`src/sv/ffa_pkg.sv`:
```
package ffa_pkg;

	localparam int POOL_BYTES   = 4096;
	localparam int LIST_ENTRIES = 64;
	localparam int HDR_BYTES    = 8;

	localparam int ADDR_W = 12;
	localparam int HDR_AW = $clog2(POOL_BYTES);
	localparam int SIZE_W = HDR_AW + 1;
	localparam int IDX_W  = $clog2(LIST_ENTRIES);
	localparam int CNT_W  = IDX_W + 1;

	typedef enum logic [1:0] {
		ST_OK        = 2'd0,
		ST_NO_FIT    = 2'd1,
		ST_LIST_FULL = 2'd2,
		ST_BAD_ADDR  = 2'd3
	} status_t;

	typedef enum logic {
		KIND_ALLOC = 1'b0,
		KIND_FREE  = 1'b1
	} kind_t;

	typedef struct packed {
		logic    load_item;
		logic    clr_step;
		logic    search;
		logic    free_rd;
		logic    free_wr;
		logic    load_out;
		status_t out_status;
	} ffa_cmd_t;

	typedef struct packed {
		logic clr_last;
		logic is_free;
		logic addr_low;
		logic list_full;
		logic hit;
		logic search_end;
		logic out_busy;
	} ffa_sts_t;

endpackage

```
`src/sv/ffa_ctrl.sv`:
```
module ffa_ctrl import ffa_pkg::*; (
	input  logic     clk,
	input  logic     arst_n,
	input  logic     s_tvalid,
	output logic     s_tready,
	input  ffa_sts_t sts,
	output ffa_cmd_t cmd
);

	typedef enum logic [2:0] {
		S_CLEAR,
		S_IDLE,
		S_DECODE,
		S_SEARCH,
		S_FREE_RD,
		S_FREE_WR,
		S_FINISH
	} state_t;

	state_t  state_q;
	status_t fin_status_q;

	assign s_tready = state_q == S_IDLE;

	always_comb begin
		cmd            = '0;
		cmd.out_status = fin_status_q;
		unique case (state_q)
			S_CLEAR:   cmd.clr_step  = 1'b1;
			S_IDLE:    cmd.load_item = s_tvalid;
			S_DECODE:  cmd.search    = 1'b0;
			S_SEARCH:  cmd.search    = 1'b1;
			S_FREE_RD: cmd.free_rd   = 1'b1;
			S_FREE_WR: cmd.free_wr   = 1'b1;
			S_FINISH:  cmd.load_out  = !sts.out_busy;
			default:   cmd.search    = 1'b0;
		endcase
	end

	always_ff @(posedge clk or negedge arst_n) begin
		if (!arst_n) begin
			state_q      <= S_CLEAR;
			fin_status_q <= ST_OK;
		end else begin
			unique case (state_q)
				S_CLEAR: begin
					if (sts.clr_last) begin
						state_q <= S_IDLE;
					end
				end
				S_IDLE: begin
					if (s_tvalid) begin
						state_q <= S_DECODE;
					end
				end
				S_DECODE: begin
					if (!sts.is_free) begin
						state_q <= S_SEARCH;
					end else if (sts.addr_low) begin
						fin_status_q <= ST_BAD_ADDR;
						state_q      <= S_FINISH;
					end else if (sts.list_full) begin
						fin_status_q <= ST_LIST_FULL;
						state_q      <= S_FINISH;
					end else begin
						state_q <= S_FREE_RD;
					end
				end
				S_SEARCH: begin
					if (sts.hit) begin
						fin_status_q <= ST_OK;
						state_q      <= S_FINISH;
					end else if (sts.search_end) begin
						fin_status_q <= ST_NO_FIT;
						state_q      <= S_FINISH;
					end
				end
				S_FREE_RD: state_q <= S_FREE_WR;
				S_FREE_WR: begin
					fin_status_q <= ST_OK;
					state_q      <= S_FINISH;
				end
				S_FINISH: begin
					if (!sts.out_busy) begin
						state_q <= S_IDLE;
					end
				end
				default: state_q <= S_IDLE;
			endcase
		end
	end

endmodule

```
`config.mk`:
```
export PLATFORM = sky130hd
export DESIGN_NAME = ffa_ctrl
export DESIGN_NICKNAME = d
export VERILOG_FILES = /design/src/sv/ffa_pkg.sv /design/src/sv/ffa_ctrl.sv
export SDC_FILE = /design/constraint.sdc
export NUM_CORES = 1
export LEC_CHECK = 0
export ABC_AREA = 1
export BUFFER_PORTS_ARGS = -buffer_cell sky130_fd_sc_hd__buf_2
export CORE_MARGIN = 5
export CORE_UTILIZATION = 35
export CTS_CLUSTER_DIAMETER = 120
export DETAILED_ROUTE_END_ITERATION = 6
export SETUP_SLACK_MARGIN = 0.3
export SLEW_MARGIN = 20
export SYNTH_ARGS = -nofsm -noshare
export SYNTH_HDL_FRONTEND = slang
export SYNTH_SLANG_ARGS = --single-unit
export TNS_END_PERCENT = 5
```
`constraint.sdc`:
```
create_clock -name clk -period 1.07 [get_ports clk]
set_input_delay 0.107 -clock clk [delete_from_list [all_inputs] [get_ports clk]]
set_output_delay 0.107 -clock clk [all_outputs]
set_load 0.05 [all_outputs]
```
==> flow_metrics.env, run 1 <==
export IMPL_timing_max_cap_violations=0
export IMPL_avgViaCountPerCell=4.86
export IMPL_fillers=129
export IMPL_violations="setup timing"
export IMPL_track_usage=0.147
export IMPL_grt_start_max_net_pins=8
export IMPL_cts_root_buf="clkbuf_4"
export IMPL_leakage_nw=0.476
export IMPL_p_comb_frac=0.766
export IMPL_ys_seq_area_frac=0.246
export IMPL_hold_violations=0
export IMPL_clock_sinks=5
export IMPL_overflow=0
export IMPL_crit_path_start="state_q[2]$_DFFE_PN0P_"
export IMPL_top_layer="met3"
export IMPL_cp_num_buf_inv=2
export IMPL_vias=608
export IMPL_die_h_um=48.1
export IMPL_tns_ns=-2.77
export IMPL_synthesis_area_um2=508
export IMPL_fin_crit_ns=1.37
export IMPL_power_frac_clock=0.069
export IMPL_wl_met1_um=569
export IMPL_cts_max_path_buffers=2
export IMPL_clk_latency_ns=0.24
export IMPL_dp_hpwl_mm=1.07
export IMPL_timing_hold_ws_ns=0.211
export IMPL_min_path_type="in2async"
export IMPL_drive_above_1_share=0.545
export IMPL_crit_path_start_kind="register"
export IMPL_fin_cells=125
export IMPL_pin_count=19
export IMPL_dp_slack_ns=-0.222
export IMPL_wl_met2_um=761
export IMPL_crit_arrival_ns=1.26
export IMPL_ant_nets=0
export IMPL_num_rows=13
export IMPL_rsz0062_at_grt="yes"
export IMPL_switching_power_mw=1.70
export IMPL_dieArea_mm2=0.00231
export IMPL_critical_path_cell_chain="buf_6, nor3_4, buf_6"
export IMPL_place_inst=115
export IMPL_clkTransAtPathRegs_ns=0.04
export IMPL_maxSlewHeadroom=0.849
export IMPL_antenna_cells=0
export IMPL_power_density_mw_per_mm2=3650
export IMPL_cts_inserted_buffers=3
export IMPL_htree_levels=1
export IMPL_finalWeightedCongestion=0.775
export IMPL_critical_path_max_fanout=6
export IMPL_start_util=0.381
export IMPL_wl_mm=1.42
export IMPL_die_w_um=48.1
export IMPL_status="finished with violations"
export IMPL_critPathMaxStageDelay_ns=0.49
export IMPL_synthCells=77
export IMPL_layout_nets=121
export IMPL_r2r_start="state_q[0]$_DFFE_PN0P_"
export IMPL_fin_ws_ns=-0.295
export IMPL_end_kind="output pin"
export IMPL_syn_to_final_growth_pct=71.9
export IMPL_fin_crit_sh=1.28
export IMPL_wl_per_cell_um=11.4
export IMPL_switching_share=0.534
export IMPL_grt_pass1_wl_mm=2.36
export IMPL_antenna_found_initial=0
export IMPL_cts_tree="done"
export IMPL_remaining_drc_errors=0
export IMPL_avgSynthCellArea_um2=6.60
export IMPL_worst_slew_pin_slew_ns=0.225
export IMPL_path_common_cell="buf_6"
export IMPL_fin_util=0.655
export IMPL_p_int_mw=1.49
export IMPL_core_area_mm2=0.00133
export IMPL_cp_top_family="flip-flops"
export IMPL_skew_ns=0.00267
export IMPL_peakVddDrop_uv=1940
export IMPL_seqPwrFrac=0.165
export IMPL_route_met3_wl_um=91
export IMPL_drtIter0Drc=8
export IMPL_portBuffers=18
export IMPL_grt_pass1_vias=565
export IMPL_fmax_mhz=732
export IMPL_first_pass_iters=4
export IMPL_synth_seq_cells=5
export IMPL_required_ns=0.96
export IMPL_drv_slew=0
export IMPL_critPathSlowestCell="dfrtp_2"
export IMPL_setup_viol=12
export IMPL_synth_cell_types=17
export IMPL_yosysWarnings=0
export IMPL_critPathKind="reg2out"
export IMPL_synth_nets=87
## flip-flops by register name, summed over array words and instances, names as in the netlist
register	cells
state_q	3
fin_status_q	2
## power by group through the flow
stage	clock, mW	combinational (mW)	sequential (mW)
2_1_floorplan	0	1.53	0.474
3_3_place_gp	0	1.86	0.518
3_5_place_dp	0	1.88	0.515
4_1_cts	0.231	2.29	0.512
5_1_grt	0.248	2.64	0.548
6_report	0.219	2.45	0.527
## synth_stat cells
library cell	n	share of area
nand3_2	2	0.039
nor2_2	2	0.025
nor3_1	2	0.020
o21ai_0	3	0.030
nand2_1	23	0.17
buf_6	3	0.066
nand2_2	2	0.025
inv_1	8	0.059
dfrtp_1	5	0.25
nand2_4	4	0.089
nand4_1	1	0.012
nand3_1	9	0.089
nor4_1	1	0.012
nor2_4	1	0.022
inv_2	2	0.015
nor2_1	8	0.059
inv_8	1	0.022
## per-stage QoR
step	instance area (µm²)	power [mW]
2_1_floorplan	548	2.00
3_3_place_gp	683	2.38
3_5_place_dp	683	2.40
4_1_cts	826	3.03
5_1_grt	873	3.44
6_report	873	3.19
## cells by family after synthesis
group | share of synthesized area
buf+inv | 0.163
compound gates | 0.0295
simple gates | 0.562
flops | 0.246
## timing repair
item                                    4_1_cts  5_1_grt
endpoints found under the hold margin         5        0
gates resized for setup                      25        9
hold buffers                                  1        0
endpoints found under the setup margin       14       14
pin swaps                                     4        1
buffers inserted                              3        2
## layer usage
metal	up-vias	track usage
li1	310	-
met1	276	0.165
met2	22	0.269
met3	0	0.0590
met4	0	0.0161
met5	-	0
## final cells by class
cell class / count / area, µm² / share of cell area
Multi-Input combinational cell: 58 / 363 / 0.415
Tap cell: 15 / 18.8 / 0.0215
Inverter: 11 / 51.3 / 0.0587
Clock buffer: 4 / 26.3 / 0.0301
Timing Repair Buffer: 32 / 285 / 0.327
Sequential cell: 5 / 129 / 0.148
## cell usage in the layout, fill, tap and decap left out, types with 4 or more instances in the layout
master,n
nor2_1,6
nand3_1,6
nand2_1,23
buf_2,9
nor2_2,4
buf_4,9
nand3_2,5
buf_6,10
nand2_4,5
inv_1,7
## final timing paths
| path | endpoint | slack [ns] | cells past startpoint |
|---|---|---|---|
| max in group asynchronous | state_q[2]$_DFFE_PN0P_ | 0.71 | 2 |
| worst max register to register | state_q[0]$_DFFE_PN0P_ | -0.21 | 7 |
| worst min-delay path | fin_status_q[0]$_DFFE_PN0P_ | 0.21 | 2 |
| min in group clk | fin_status_q[0]$_DFFE_PN0P_ | 0.23 | 5 |
| worst max-delay path | cmd[7] | -0.30 | 3 |
| worst min register to register | fin_status_q[1]$_DFFE_PN0P_ | 0.50 | 2 |
## worst register-to-register path: stages (launching register included)
cell     delay (ns)
dfrtp_2        0.46
buf_4          0.17
inv_2          0.08
nor2_1         0.04
nand3_1        0.07
nand2_1        0.09
o21ai_0        0.17
nand2_1        0.07
(Power assumes the default switching activity.)
==> inputs of run 2 (changes only) <==
--- a/config.mk
+++ b/config.mk
@@ -7,10 +7,11 @@
 export LEC_CHECK = 0
 export ABC_AREA = 1
 export BUFFER_PORTS_ARGS = -buffer_cell sky130_fd_sc_hd__buf_2
-export CORE_MARGIN = 5
-export CORE_UTILIZATION = 35
+export CORE_AREA = 5 5 42 44
 export CTS_CLUSTER_DIAMETER = 120
 export DETAILED_ROUTE_END_ITERATION = 6
+export DIE_AREA = 0 0 47 49
+export PLACE_DENSITY = 0.67
 export SETUP_SLACK_MARGIN = 0.3
 export SLEW_MARGIN = 20
 export SYNTH_ARGS = -nofsm -noshare
==> run 2 against run 1 <==
Net effect:
- the flow still finishes with violations (setup timing)
- critical path depth unchanged
- global-route usage fell by 2.2 points
- clock power about the same
- non-clock buffer count down 3
- via count is 6.7% lower
- clock skew is 0.0033 ns higher
- design area fell by 6.3%
- final cell count down 1.6%
- worst hold slack got worse by 0.0017 ns
- wire length down 4.4%
- register-to-register slack improved by 0.04 ns
- highest routed layer unchanged
==> flow_metrics.env, run 2 (synthesis results as in run 1) <==
export IMPL_dp_hpwl_mm=1.02
export IMPL_drive_above_1_share=0.505
export IMPL_skew_ns=0.00598
export IMPL_status="finished with violations"
export IMPL_cts_max_path_buffers=2
export IMPL_fin_ws_ns=-0.283
export IMPL_core_area_mm2=0.00140
export IMPL_violations="setup timing"
export IMPL_portBuffers=18
export IMPL_crit_path_start_kind="register"
export IMPL_regMostFlops="state_q"
export IMPL_antenna_cells=0
export IMPL_end_kind="output pin"
export IMPL_critical_path_max_fanout=5
export IMPL_r2r_slack_ns=-0.17
export IMPL_clk_latency_ns=0.24
export IMPL_wl_per_cell_um=11.1
export IMPL_timing_hold_ws_ns=0.209
export IMPL_die_w_um=47
export IMPL_min_path_type="in2async"
export IMPL_fin_util=0.584
export IMPL_ant_nets=0
export IMPL_rsz0062_at_grt="yes"
export IMPL_first_pass_iters=2
export IMPL_clkTransAtPathRegs_ns=0.05
export IMPL_htree_levels=1
export IMPL_place_inst=115
export IMPL_grt_start_max_net_pins=10
export IMPL_critPathKind="reg2out"
export IMPL_worst_slew_pin_slew_ns=0.269
export IMPL_dieArea_mm2=0.00230
export IMPL_finalWeightedCongestion=0.871
export IMPL_required_ns=0.96
export IMPL_timing_max_cap_violations=0
export IMPL_mostFrequentLayoutCell="nand2_1"
export IMPL_finalPower_mw=2.98
export IMPL_die_h_um=49
export IMPL_leakage_nw=0.454
export IMPL_power_density_mw_per_mm2=3640
export IMPL_setup_viol=12
export IMPL_fin_crit_sh=1.26
export IMPL_antenna_found_initial=0
export IMPL_wl_mm=1.36
export IMPL_drv_slew=0
export IMPL_fin_crit_ns=1.35
export IMPL_hold_violations=0
export IMPL_layout_nets=118
export IMPL_track_usage=0.125
export IMPL_crit_arrival_ns=1.25
export IMPL_reg2reg_depth=8
export IMPL_grt_pass1_wl_mm=2.25
export IMPL_timing_critical_path_to="cmd[7]"
export IMPL_start_util=0.362
export IMPL_cts_root_buf="clkbuf_4"
export IMPL_cts_inserted_buffers=3
export IMPL_r2r_start="state_q[0]$_DFFE_PN0P_"
export IMPL_reg_top3="state_q (3), fin_status_q (2)"
export IMPL_remaining_drc_errors=0
export IMPL_fin_cells=123
export IMPL_r2r_end="state_q[1]$_DFFE_PN0P_"
export IMPL_peakVddDrop_uv=1630
export IMPL_avgViaCountPerCell=4.61
export IMPL_pin_count=19
export IMPL_fmax_mhz=739
export IMPL_syn_to_final_growth_pct=61.1
export IMPL_num_rows=14
export IMPL_overflow=0
export IMPL_final_cell_mix="22 x nand2_1, 9 x nand3_1, 9 x buf_2, 9 x buf_6, 9 x buf_4"
export IMPL_cts_tree="done"
export IMPL_drtIter0Drc=8
export IMPL_vias=567
export IMPL_grt_pass1_vias=534
export IMPL_maxSlewHeadroom=0.820
export IMPL_crit_path_start="state_q[2]$_DFFE_PN0P_"
export IMPL_largest_reg_flops=3
export IMPL_clock_sinks=5
-- run 2: changes by cell type in the layout (fill, tap and decap cells not counted) --
cell / delta
nand2_1: -1
buf_8: -1
buf_6: -1
inv_1: +1
buf_12: -1
nand3_1: +3
inv_2: -2
nand3_2: -3
inv_4: +1
nand2_2: +1
-- run 2: area by class of cell --
cell class                      instances  area (µm²)
Tap cell                               16        20.0
Fill cell                             148         583
Multi-Input combinational cell         58         350
Inverter                               11        53.8
Timing Repair Buffer                   29         239
Sequential cell                         5         129
Clock buffer                            4        26.3
-- run 2: per-layer routing --
layer / wire length, µm / share of wire / global-route usage / up-vias
met3: 69 / 0.051 / 0.0148 / 0
met2: 689 / 0.51 / 0.199 / 14
li1: - / - / - / 301
met5: 0 / 0 / 0 / -
met4: 0 / 0 / 0.0276 / 0
met1: 601 / 0.44 / 0.176 / 252
-- run 2: repair_timing --
| item | CTS | global route |
|---|---|---|
| endpoints found under the setup margin | 14 | 14 |
| buffers inserted | 2 | 1 |
| hold endpoints to repair | 5 | 0 |
| resized for setup | 23 | 7 |
| cloned | 0 | 0 |
| hold buffers | 1 | 0 |
| pin swaps | 1 | 2 |
-- run 2: through the flow --
step           area, µm²  TNS [ns]  setup WS (ns)
2_1_floorplan        548     -1.45         -0.199
5_1_grt              818     -3.28         -0.329
3_5_place_dp         677     -2.47         -0.252
3_3_place_gp         677     -2.34         -0.239
4_1_cts              796     -2.68         -0.296
6_report             818     -2.45         -0.283
-- run 2: report_power, final --
part           total [mW]  switching [mW]  leakage (nW)  internal (mW)
logic                2.24            1.34         0.382          0.898
registers           0.518           0.210        0.0566          0.308
clock network       0.220          0.0785        0.0150          0.141
total                2.98            1.63         0.454           1.35
-- run 2: how the worst min path moves through the flow --
stage,startpoint,to,depth (start not counted)
after floorplan,arst_n,fin_status_q[0]$_DFFE_PN0P_,0
after global placement,arst_n,fin_status_q[0]$_DFFE_PN0P_,1
after detailed placement,arst_n,fin_status_q[0]$_DFFE_PN0P_,1
after CTS,arst_n,fin_status_q[0]$_DFFE_PN0P_,2
after global routing,arst_n,fin_status_q[0]$_DFFE_PN0P_,2
final,arst_n,fin_status_q[0]$_DFFE_PN0P_,2
-- run 2: critical path, stage by stage (launching register included) --
cell	delay, ns
dfrtp_2	0.48
buf_6	0.16
nor3_4	0.18
buf_6	0.18
==> inputs of run 3 (changes only) <==
--- a/config.mk
+++ b/config.mk
@@ -5,13 +5,12 @@
 export SDC_FILE = /design/constraint.sdc
 export NUM_CORES = 1
 export LEC_CHECK = 0
-export ABC_AREA = 1
-export BUFFER_PORTS_ARGS = -buffer_cell sky130_fd_sc_hd__buf_2
+export BUFFER_PORTS_ARGS = -buffer_cell sky130_fd_sc_hd__buf_4
 export CORE_AREA = 5 5 42 44
 export CTS_CLUSTER_DIAMETER = 120
 export DETAILED_ROUTE_END_ITERATION = 6
 export DIE_AREA = 0 0 47 49
-export PLACE_DENSITY = 0.67
+export MAX_ROUTING_LAYER = met4
 export SETUP_SLACK_MARGIN = 0.3
 export SLEW_MARGIN = 20
 export SYNTH_ARGS = -nofsm -noshare
==> run 3 against run 2 <==
Net effect:
- global-route usage is 1.6 points higher
- core utilization is 2.6 points higher
- worst hold slack worse by 0.13 ns
- sequential share of layout area is 0.67 points lower
- die area stayed put
- synthesized area is 19% lower
- the run still ends with setup timing left
- clock-buffer cell count stayed put
- first-iteration DRC count is 38% lower
- synthesized cell count is 27% lower
- clock power hardly changed
- setup slack worse by 0.023 ns
==> flow_metrics.env, run 3 <==
export IMPL_timing_max_cap_violations=0
export IMPL_min_path_type="in2reg"
export IMPL_wl_per_cell_um=12.2
export IMPL_synth_area_leaders="dfrtp_1 31%, nor2_1 8.3%, nand2b_1 6.1%"
export IMPL_drtIter0Drc=5
export IMPL_num_rows=14
export IMPL_finalWeightedCongestion=0.778
export IMPL_cts_root_buf="clkbuf_4"
export IMPL_place_inst=102
export IMPL_post_cts_buffers=0
export IMPL_fin_cells=107
export IMPL_clkTransAtPathRegs_ns=0.04
export IMPL_hold_start="sts[2]"
export IMPL_reg2reg_depth=4
export IMPL_finalPower_mw=2.97
export IMPL_fillers=128
export IMPL_fin_ws_ns=-0.306
export IMPL_clock_sinks=5
export IMPL_synth_top_cell_area_share=0.306
export IMPL_mostFrequentLayoutCell="buf_4"
export IMPL_drv_slew=0
export IMPL_crit_path_start_kind="register"
export IMPL_maxSlewHeadroom=0.765
export IMPL_min_to="fin_status_q[0]$_DFFE_PN0P_"
export IMPL_crit_arrival_ns=1.27
export IMPL_pin_count=19
export IMPL_die_w_um=47
export IMPL_grt_pass1_wl_mm=2.30
export IMPL_timing_hold_ws_ns=0.0775
export IMPL_required_ns=0.96
export IMPL_dieArea_mm2=0.00230
export IMPL_synth_edf_count=0
export IMPL_antenna_found_initial=0
export IMPL_avgViaCountPerCell=4.73
export IMPL_portBuffers=18
export IMPL_remaining_drc_errors=0
export IMPL_die_h_um=49
export IMPL_skew_ns=0.00378
export IMPL_largest_reg_flops=3
export IMPL_fin_crit_ns=1.38
export IMPL_start_util=0.292
export IMPL_synthesis_area_um2=409
export IMPL_clk_latency_ns=0.24
export IMPL_cts_inserted_buffers=3
export IMPL_peakVddDrop_uv=1740
export IMPL_drive_above_1_share=0.626
export IMPL_core_area_mm2=0.00140
export IMPL_regMostFlops="state_q"
export IMPL_yosysWarnings=0
export IMPL_stdcell_area_um2=855
export IMPL_synth_commonest_cells="9 x nor2_1, 5 x dfrtp_1, 5 x o21ai_0"
export IMPL_dp_hpwl_mm=1.03
export IMPL_leakage_nw=0.378
export IMPL_worst_slew_pin_slew_ns=0.349
export IMPL_power_density_mw_per_mm2=3470
export IMPL_synthFlopType="dfrtp_1"
export IMPL_synthArstFlopShare=1.00
export IMPL_synth_seq_cells=5
export IMPL_r2r_end="fin_status_q[0]$_DFFE_PN0P_"
export IMPL_final_cell_mix="22 x buf_4, 9 x buf_6, 7 x nor2_1"
export IMPL_hold_violations=0
export IMPL_cts_max_path_buffers=2
export IMPL_end_kind="output pin"
export IMPL_critical_path_max_fanout=7
export IMPL_ant_nets=0
export IMPL_overflow=0
export IMPL_vias=506
export IMPL_yosysMostFrequentCell="nor2_1"
export IMPL_multiInputGateArea_um2=352
export IMPL_r2r_start="state_q[0]$_DFFE_PN0P_"
export IMPL_reg_top3="state_q (3), fin_status_q (2)"
export IMPL_syn_to_final_growth_pct=109
export IMPL_grt_start_max_net_pins=8
export IMPL_cts_tree="done"
export IMPL_layout_nets=102
export IMPL_track_usage=0.141
export IMPL_fmax_mhz=727
export IMPL_antenna_cells=0
export IMPL_synth_nets=66
export IMPL_tns_ns=-2.04
export IMPL_fin_crit_sh=1.29
export IMPL_ys_seq_area_frac=0.306
export IMPL_rsz0062_at_grt="yes"
export IMPL_synthCells=56
export IMPL_status="finished with violations"
export IMPL_first_pass_iters=3
export IMPL_hold_depth=2
export IMPL_r2r_slack_ns=-0.12
export IMPL_place_area_um2=723
export IMPL_violations="setup timing"
export IMPL_critPathKind="reg2out"
export IMPL_wl_mm=1.31
export IMPL_setup_viol=12
export IMPL_avgSynthCellArea_um2=7.31
export IMPL_synth_top_area_cell="dfrtp_1"
export IMPL_grt_pass1_vias=540
export IMPL_regArea_um2=129
export IMPL_synth_cell_types=22
export IMPL_htree_levels=1
[run 3: cell types whose count changed in the layout (fill, tap and decap cells not counted), moves of 5 or more]
| cell | previous run | this run |
|---|---|---|
| o21ai_1 | 0 | 5 |
| nand2_1 | 22 | 3 |
| nand3_1 | 9 | 1 |
| nand2_4 | 5 | 0 |
| buf_2 | 9 | 0 |
| inv_1 | 8 | 0 |
| buf_4 | 9 | 22 |
[run 3: repair_timing]
action                                  4_1_cts  5_1_grt
endpoints found under the setup margin       14       14
hold buffers                                  1        0
pin swaps                                     6        2
hold endpoints to repair                      5        0
gates resized for setup                      20       10
[run 3: per-layer routing]
metal,wire (µm),track usage,up-vias
li1,-,-,269
met1,572,0.160,224
met2,667,0.222,11
met3,57,0.0590,2
met4,12,0.0415,0
met5,0,-,-
[run 3: worst max-delay path by stage]
stage                           start                     endpoint  slack [ns]  depth (start not counted)
6_report       state_q[1]$_DFFE_PN0P_                       cmd[7]       -0.31                          4
3_5_place_dp   state_q[1]$_DFFE_PN0P_  fin_status_q[1]$_DFFE_PN0P_       -0.18                          4
4_1_cts        state_q[1]$_DFFE_PN0P_                       cmd[7]       -0.31                          4
2_1_floorplan  state_q[1]$_DFFE_PN0P_                       cmd[7]       -0.28                          4
3_3_place_gp   state_q[0]$_DFFE_PN0P_  fin_status_q[0]$_DFFE_PN0P_       -0.17                          4
5_1_grt        state_q[0]$_DFFE_PN0P_                       cmd[7]       -0.37                          5
[run 3: final cells by class]
cell class / instances / share of cell area
sequential: 5 / 0.151
timing repair buffer: 35 / 0.376
clock buffer: 4 / 0.0307
tap: 16 / 0.0234
inverter: 1 / 0.00732
multi-input combinational: 46 / 0.411
[run 3: logic make-up (layout without fill, tap and decap cells)]
family,count (synthesis),after routing,synth area share
AO/OA/AOI/OAI,16,16,0.257
flip-flops,5,5,0.306
buffers and inverters,5,40,0.0581
AND/OR/NAND/NOR,30,30,0.379
[run 3: report_power, final]
group	switching [mW]	internal, mW
sequential	0.176	0.298
combinational	1.19	1.09
clock	0.0761	0.141
total	1.44	1.53
[run 3: stage by stage]
step	utilization	setup slack, ns
detailed placement	0.516	-0.182
global route	0.610	-0.371
floorplan	-	-0.279
finish	0.610	-0.306
global placement	0.516	-0.168
CTS	0.583	-0.306
[run 3: worst max-delay path, cell delays in order, from the launching register on]
cell and delay, ns:
dfrtp_2 0.46, nand2b_4 0.19, nor2_4 0.09, and2_4 0.15, buf_8 0.14
